### config.mk
export PLATFORM = sky130hd
export DESIGN_NAME = fdtd_ctl
export DESIGN_NICKNAME = d
export VERILOG_FILES = /design/src/rtl/core/fdtd_pkg.sv /design/src/rtl/core/fdtd_ctl.sv
export SDC_FILE = /design/constraint.sdc
export NUM_CORES = 1
export LEC_CHECK = 0
export BUFFER_PORTS_ARGS = -buffer_cell sky130_fd_sc_hd__buf_2
export CORE_MARGIN = 5
export CORE_UTILIZATION = 43
export CTS_CLUSTER_SIZE = 12
export DETAILED_ROUTE_END_ITERATION = 10
export MAX_ROUTING_LAYER = met4
export PLACE_DENSITY = 0.78
export SLEW_MARGIN = 10
export SYNTH_ARGS = -nofsm -noshare
export SYNTH_HDL_FRONTEND = slang
export SYNTH_SLANG_ARGS = --single-unit
### constraint.sdc
create_clock -name i_clk -period 3.41 [get_ports i_clk]
set_clock_uncertainty 0.05 [all_clocks]
set_input_delay 0.1705 -clock i_clk [delete_from_list [all_inputs] [get_ports i_clk]]
set_output_delay 0.1705 -clock i_clk [all_outputs]
set_load 0.01 [all_outputs]
### src/rtl/core/fdtd_pkg.sv
// Shared types and constants for the Ez field update block.
// Used by the controller, the datapath and the top level; no dependencies.
package fdtd_pkg;

    // Input action codes, echoed on the result as its kind
    localparam logic [1:0] ACT_UPDATE   = 2'd0;
    localparam logic [1:0] ACT_BOUNDARY = 2'd1;
    localparam logic [1:0] ACT_READ     = 2'd2;
    localparam logic [1:0] ACT_UNDEF    = 2'd3;

    // Boundary pass kinds
    localparam logic [1:0] MODE_NONE = 2'd0;
    localparam logic [1:0] MODE_PEC  = 2'd1;
    localparam logic [1:0] MODE_MUR  = 2'd2;
    localparam logic [1:0] MODE_RSVD = 2'd3;

    // Register indexes (byte address / 4)
    localparam logic [2:0] REG_COE_EZ   = 3'd0;
    localparam logic [2:0] REG_COE_MUR  = 3'd1;
    localparam logic [2:0] REG_BND_MODE = 3'd2;
    localparam logic [2:0] REG_ROWS     = 3'd3;
    localparam logic [2:0] REG_COLS     = 3'd4;

    localparam int COORD_W = 6;
    localparam int VAL_W   = 32;
    localparam int MUR_W   = 18;
    localparam int DIM_REG_W = 7;

    // Boundary edge being walked; also selects the history bank
    typedef enum logic [1:0] {
        PH_UP    = 2'd0,
        PH_DOWN  = 2'd1,
        PH_LEFT  = 2'd2,
        PH_RIGHT = 2'd3
    } t_phase;

    typedef enum logic [3:0] {
        DP_NOP,
        DP_CLR,
        DP_LATCH,
        DP_CELL_RD,
        DP_UPD_MUL,
        DP_UPD_WR,
        DP_RD_GET,
        DP_PEC_WR,
        DP_MUR_RD,
        DP_MUR_DIFF,
        DP_MUR_MUL,
        DP_MUR_WR
    } t_dp_op;

    typedef struct packed {
        t_dp_op op;
        t_phase phase;
    } t_ctl_cmd;

    typedef struct packed {
        logic in_area;
        logic clr_last;
    } t_dp_status;

endpackage

### src/rtl/core/fdtd_ctl.sv
// Controller: sequences clear, cell update, read and boundary passes.
// Depends on fdtd_pkg; issues commands to fdtd_dp.
module fdtd_ctl #(
    parameter int ROWS = 64,
    parameter int COLS = 64,
    localparam int MAXD = (ROWS > COLS) ? ROWS : COLS,
    localparam int XW   = $clog2(MAXD),
    localparam int DW   = $clog2(MAXD + 1)
) (
    input  logic                   i_clk,
    input  logic                   i_rst_n,
    input  logic                   i_in_valid,
    input  logic [1:0]             i_action,
    input  logic [1:0]             i_mode,
    input  logic [DW-1:0]          i_nr,
    input  logic [DW-1:0]          i_nc,
    input  fdtd_pkg::t_dp_status   i_status,
    input  logic                   i_out_free,
    output logic                   o_in_ready,
    output logic                   o_out_load,
    output fdtd_pkg::t_ctl_cmd     o_cmd,
    output logic [XW-1:0]          o_idx
);

    typedef enum logic [3:0] {
        S_CLEAR,
        S_IDLE,
        S_UPD_RD,
        S_UPD_MUL,
        S_UPD_WR,
        S_RD,
        S_RD_GET,
        S_PEC,
        S_MUR_RD,
        S_MUR_DIFF,
        S_MUR_MUL,
        S_MUR_WR,
        S_DONE
    } t_state;

    t_state           r_state, n_state;
    fdtd_pkg::t_phase r_phase, n_phase;
    logic [XW-1:0]    r_idx, n_idx;
    logic             w_accept;
    logic             w_last;
    logic             w_pass_end;
    fdtd_pkg::t_phase w_adv_phase;
    logic [XW-1:0]    w_adv_idx;

    assign o_in_ready = (r_state == S_IDLE);
    assign w_accept   = o_in_ready && i_in_valid;
    assign o_out_load = (r_state == S_DONE) && i_out_free;

    // End of the current edge walk
    assign w_last = (r_phase == fdtd_pkg::PH_UP || r_phase == fdtd_pkg::PH_DOWN) ?
                    (DW'(r_idx) == i_nc - DW'(1)) : (DW'(r_idx) == i_nr - DW'(1));
    assign w_pass_end = (r_phase == fdtd_pkg::PH_RIGHT) && w_last;

    // Order: upper row, lower row, then left/right pairs row by row
    always_comb begin
        w_adv_phase = r_phase;
        w_adv_idx   = r_idx + XW'(1);
        unique case (r_phase)
            fdtd_pkg::PH_UP: begin
                if (w_last) begin
                    w_adv_phase = fdtd_pkg::PH_DOWN;
                    w_adv_idx   = '0;
                end
            end
            fdtd_pkg::PH_DOWN: begin
                if (w_last) begin
                    w_adv_phase = fdtd_pkg::PH_LEFT;
                    w_adv_idx   = '0;
                end
            end
            fdtd_pkg::PH_LEFT: begin
                w_adv_phase = fdtd_pkg::PH_RIGHT;
                w_adv_idx   = r_idx;
            end
            default: w_adv_phase = fdtd_pkg::PH_LEFT;
        endcase
    end

    always_comb begin
        n_state = r_state;
        n_phase = r_phase;
        n_idx   = r_idx;
        o_cmd.op = fdtd_pkg::DP_NOP;
        unique case (r_state)
            S_CLEAR: begin
                o_cmd.op = fdtd_pkg::DP_CLR;
                if (i_status.clr_last) begin
                    n_state = S_IDLE;
                end
            end
            S_IDLE: begin
                n_phase = fdtd_pkg::PH_UP;
                n_idx   = '0;
                if (w_accept) begin
                    o_cmd.op = fdtd_pkg::DP_LATCH;
                    priority if (i_action == fdtd_pkg::ACT_UPDATE && i_status.in_area) begin
                        n_state = S_UPD_RD;
                    end else if (i_action == fdtd_pkg::ACT_READ && i_status.in_area) begin
                        n_state = S_RD;
                    end else if (i_action == fdtd_pkg::ACT_BOUNDARY &&
                                 i_mode == fdtd_pkg::MODE_PEC) begin
                        n_state = S_PEC;
                    end else if (i_action == fdtd_pkg::ACT_BOUNDARY &&
                                 i_mode == fdtd_pkg::MODE_MUR) begin
                        n_state = S_MUR_RD;
                    end else begin
                        n_state = S_DONE;
                    end
                end
            end
            S_UPD_RD: begin
                o_cmd.op = fdtd_pkg::DP_CELL_RD;
                n_state  = S_UPD_MUL;
            end
            S_UPD_MUL: begin
                o_cmd.op = fdtd_pkg::DP_UPD_MUL;
                n_state  = S_UPD_WR;
            end
            S_UPD_WR: begin
                o_cmd.op = fdtd_pkg::DP_UPD_WR;
                n_state  = S_DONE;
            end
            S_RD: begin
                o_cmd.op = fdtd_pkg::DP_CELL_RD;
                n_state  = S_RD_GET;
            end
            S_RD_GET: begin
                o_cmd.op = fdtd_pkg::DP_RD_GET;
                n_state  = S_DONE;
            end
            S_PEC: begin
                o_cmd.op = fdtd_pkg::DP_PEC_WR;
                n_phase  = w_adv_phase;
                n_idx    = w_adv_idx;
                if (w_pass_end) begin
                    n_state = S_DONE;
                end
            end
            S_MUR_RD: begin
                o_cmd.op = fdtd_pkg::DP_MUR_RD;
                n_state  = S_MUR_DIFF;
            end
            S_MUR_DIFF: begin
                o_cmd.op = fdtd_pkg::DP_MUR_DIFF;
                n_state  = S_MUR_MUL;
            end
            S_MUR_MUL: begin
                o_cmd.op = fdtd_pkg::DP_MUR_MUL;
                n_state  = S_MUR_WR;
            end
            S_MUR_WR: begin
                o_cmd.op = fdtd_pkg::DP_MUR_WR;
                n_phase  = w_adv_phase;
                n_idx    = w_adv_idx;
                n_state  = w_pass_end ? S_DONE : S_MUR_RD;
            end
            S_DONE: begin
                if (i_out_free) begin
                    n_state = S_IDLE;
                end
            end
            default: n_state = S_IDLE;
        endcase
    end

    assign o_cmd.phase = r_phase;
    assign o_idx       = r_idx;

    always_ff @(posedge i_clk) begin
        if (!i_rst_n) begin
            r_state <= S_CLEAR;
            r_phase <= fdtd_pkg::PH_UP;
            r_idx   <= '0;
        end else begin
            r_state <= n_state;
            r_phase <= n_phase;
            r_idx   <= n_idx;
        end
    end

endmodule

======== After elaboration in Yosys (flattened, before gate mapping) ========
Cells that the tools add are included.
operators by class
  add/subtract/negate cells ............... 3
  equality and inequality tests ........... 28
  muxes and demuxes ....................... 20
  reductions and logical operators ........ 19
operators with widths
  cell                                                                 number
  4-bit one-hot mux with 12 select lines                               1
  4-bit one-hot mux with 11 select lines                               1
  4-bit 2-to-1 mux                                                     7
  6-bit one-hot mux with 2 select lines                                2
  4-bit == test (second input constant)                                5
  4-bit by 3-bit == test with 1-bit output (second input constant)     4
  6-bit by 7-bit == test with 1-bit output                             2
  7-bit by 1-bit subtractor with 7-bit output (second input constant)  2
  2-bit == test (second input constant)                                4
  4-bit by 2-bit == test with 1-bit output (second input constant)     2
  2-bit inequality test (second input constant)                        4
  2-bit OR reduction                                                   4
  1-bit logical AND                                                    7
  6-bit by 1-bit adder with 6-bit output (second input constant)       1
  2-bit by 1-bit == test with 1-bit output (second input constant)     3
  2-bit 2-to-1 mux                                                     3
  3-bit 2-to-1 mux                                                     2
  6-bit 2-to-1 mux                                                     1
  3-bit inequality test (second input constant)                        2
  2-bit one-hot mux with 3 select lines                                1
  4-bit by 1-bit == test with 1-bit output (second input constant)     1
  2-bit zero test                                                      2
  4-bit zero test                                                      1
  2-bit one-hot mux with 2 select lines                                1
  7 further kinds                                                      7
word-level totals
  register bits after elaboration ......... 12
  output and inout port bits .............. 14
  word-level logic and storage cells ...... 73

======== Logic depth before layout (Yosys ltp) ========
  word-level depth ........................ 8
  gate-level depth with buffers ........... 10
  depth with buffers taken out ............ 8

======== Least setup slack after synthesis ========
No wires, ideal clock.
  path kind ............................... register -> register
  from .................................... reg r_phase[1]
  to ...................................... reg r_state[2]
  library setup time ...................... 91 ps
  data arrival time ....................... 2371 ps
  path slack .............................. 898 ps
  stages on the path, launching flop included .. 11
  buffers on the path ..................... 2
  cell sequence ........................... dfxtp_1 buf_6 buf_6 mux2i_1 ha_1 o21ai_0 or4b_1 o21ai_2 o21ai_2 or4_1 a311oi_1
between the ends
  word-level cells in the longest chain between the ends .. 6
  elaborated cells on any way between the ends .. 10
  those cells by class .................... 3 x eq/ne; 3 x mux; 4 x reduce/logical
ends and longest elaborated chain
  what                                                                                  RTL line         source
  start, declared                                                                       fdtd_ctl.sv:42   fdtd_pkg::t_phase r_phase, n_phase;
  start signal, assigned                                                                fdtd_ctl.sv:177  r_phase <= fdtd_pkg::PH_UP;
  start signal, assigned                                                                fdtd_ctl.sv:181  r_phase <= n_phase;
  2-bit by 1-bit == test with 1-bit output / 2-bit zero test (equally long branches)    fdtd_ctl.sv:55   assign w_last = (r_phase == fdtd_pkg::PH_UP || r_phase == fdtd_pkg::PH_DOWN) ?
  1-bit logical OR                                                                      fdtd_ctl.sv:55
  1-bit 2-to-1 mux                                                                      fdtd_ctl.sv:55
  1-bit logical AND (*)                                                                 fdtd_ctl.sv:57   assign w_pass_end = (r_phase == fdtd_pkg::PH_RIGHT) && w_last;
  3-bit 2-to-1 mux / 2-bit inequality test (equally long branches)                      --
  4-bit one-hot mux with 12 select lines / 4-bit AND reduction (equally long branches)  --
  end signal, assigned                                                                  fdtd_ctl.sv:180  r_state <= n_state;
  end, declared                                                                         fdtd_ctl.sv:41   t_state r_state, n_state;
Mark *: on every way between the ends. The rest lies on a longest branch, timed or not.
A chain may end at the register's enable or synchronous reset.

======== Final worst setup path ========
Same ends and word-level chain as after synthesis.

==> impl_metrics.tcl <==
set metrics [dict create \
    cts_buffers 3 \
    post_drt_wl_per_cell_um 13.2 \
    place.gp.congestion 0.898 \
    final_cells 227 \
    cts_resized 0 \
    cts_tree "built" \
    stdcell_area_um2 1400 \
    yosysWarnings 0 \
    clk_latency_ps 270 \
    first_pass_iters 4 \
    r2r_start "r_phase[1]" \
    status "completed" \
    fillers 267 \
    path_clk_slew_ps 70 \
    antenna_found_initial 0 \
    postPlaceCellArea_um2 1380 \
    syn_avg_cell_area_um2 7.28 \
    ant_nets 0 \
    numPortBuffers 37 \
    yosysUniqueCellTypes 40 \
    rr_endpoint "r_state[2]" \
    die-area_um2 3890 \
    clockBufferDepth 2 \
    cts_root_buf "clkbuf_4" \
    path_delay_family "simple AND/OR/NAND/NOR gates" \
    max_freq_ghz 0.372 \
    grt_pass1_wl_um 5050 \
    cts-hold-fix-buffers 0 \
    worstPathRequired_ps 3540 \
    synth-edff-count 0 \
    p_leak_nw 0.539 \
    die_w_um 62.4 \
    area_delta_synth_final_pct 18.7 \
    dp.cells 224 \
    worstPathMaxFanout 16 \
    final_util 0.521 \
    drive_gt1_frac 0.230 \
    setup_slack_ps 723 \
    path_class "reg2reg" \
    antennaDiodeCount 0 \
    vdd_ir_drop_max_v 0.000251 \
    ys_seq_area_frac 0.204 \
    endpoint_kind "register" \
    dp_hpwl_um 2310 \
    num_vias 1310 \
    fin_nets 224 \
    drc 0 \
    ios 38 \
    finalCritPeriodShare 0.788 \
    r2r_slack_ps 720 \
    start_kind "register" \
    fin_setup_tns_ps 0 \
    finalPower_uw 611 \
    critical_path_depth 8 \
    cts.htree.levels 1 \
    cap_violations 0 \
    period_minus_slack_ps 2690 \
    syn-cell-area_um2 1180 \
    drt-initial-drc-count 90 \
    slowest_delay_ps 490 \
    dp_slack_ps 725 \
    whs_ps 136 \
    arrival_ps 2820 \
    report.final.slew_viol_count 0 \
    hold_path_class "in2reg" \
    grt.total_usage 0.152 \
    routed_wl_um 2990 \
    start_util 0.439 \
    crit_slowest_cell "or4_1" \
    overflow 0 \
    async_flop_share 0 \
    synth_flop_cell "dfxtp_1" \
    cp_num_buf_inv 1 \
    postSynthCellCount 162 \
    synth-seq-cells 12 \
    endpoint "r_state[2]" \
    core_region_area_um2 2690 \
    cts_setup_buffers 0 \
    vias_per_cell 5.77 \
    rows 19 \
    max-slew-margin-rel 0.580 \
    crit_start "r_phase[1]" \
    grt_pass1_vias 1142 \
    grt_max_degree 18 \
    worst_slew_pin_slew_ps 627 \
    die_y_um 62.4 \
    rsz0062_at_grt "no" \
    r2r_cells 8 \
    power_density_nw_per_um2 437 \
    syn_nets 188 \
    setup_viol 0 \
    finalHoldViolCount 0 \
    path_cells "buf_4, mux2i_1, ha_1, o21ai_0, nor4_1, o21ai_2, or4_1, a311oi_1" \
    cts_sinks 12 \
]
==> worst min-delay path: stages <==
cell and delay, ps:
buf_2 150, nand2_1 60, a21oi_1 30
==> cell usage after synthesis, drive strengths merged (3+ instances only) <==
cell type | n | share of area
a21oi | 14 | 0.059
nand2 | 14 | 0.045
dfxtp | 12 | 0.20
nor2 | 12 | 0.038
o21ai | 10 | 0.049
nor3 | 9 | 0.038
mux2i | 8 | 0.068
xnor2 | 8 | 0.059
clkbuf | 7 | 0.022
nand2b | 7 | 0.037
a31oi | 5 | 0.027
inv | 5 | 0.016
nand3 | 5 | 0.021
nor2b | 5 | 0.027
nor3b | 4 | 0.025
xor2 | 4 | 0.030
nand4 | 3 | 0.016
nand4b | 3 | 0.022
o211ai | 3 | 0.019
==> flip-flops by register name, indices dropped and copies added (netlist names) <==
name	cells
o_idx	6
r_state	4
r_phase	2
==> layout make-up <==
type	instances	area, um2	share of cell area
Multi-Input combinational cell	136	871	0.623
Sequential cell	12	240	0.172
Timing Repair Buffer	40	208	0.148
Tap cell	31	38.8	0.0277
Clock buffer	3	22.5	0.0161
Inverter	5	18.8	0.0134
==> worst min-delay path by stage <==
stage	start	to	depth (start not counted)
finish	i_rst_n	r_state[1]	3
global route	i_rst_n	r_phase[1]	2
global placement	o_idx[5]	o_idx[5]	2
CTS	i_rst_n	r_state[1]	3
floorplan	i_rst_n	r_state[1]	2
detailed placement	i_rst_n	r_state[1]	3
==> cells by family (layout without fill, tap and decap cells) <==
family	Yosys count	in the layout	synth area share
and+or+nand+nor	73	73	0.343
AOI/OAI and AO/OA	41	41	0.218
buffers and inverters	14	48	0.0573
xor gates and xnor gates	12	12	0.0892
DFF	12	12	0.204
muxes	8	8	0.0679
adders and majority gates	2	2	0.0212
==> power by group <==
group	internal (mW)	switching, mW	total [mW]	leakage, nW
sequential	0.158	0.0625	0.221	0.0972
clock	0.0409	0.0474	0.0883	0.0138
combinational	0.138	0.164	0.302	0.428
total	0.337	0.273	0.611	0.539
==> placed cells by master (no fill, tap or decap), drive strengths merged, types with 4 or more instances in the layout <==
cell type / synthesis / layout
a21oi: 14 / 14
a31oi: 5 / 5
buf: 2 / 40
dfxtp: 12 / 12
inv: 5 / 5
mux2i: 8 / 8
nand2: 14 / 14
nand2b: 7 / 7
nand3: 5 / 5
nor2: 12 / 12
nor2b: 5 / 5
nor3: 9 / 9
nor3b: 4 / 4
o21ai: 10 / 10
xnor2: 8 / 8
xor2: 4 / 4
==> routing by layer <==
metal,global-route usage,part of all wire,up-vias
met3,0.0216,0.059,5
met1,0.198,0.46,601
met2,0.234,0.47,40
li1,-,-,664
met5,-,0,-
met4,0.0637,0.015,0
Power figures use the tool's default switching activity.
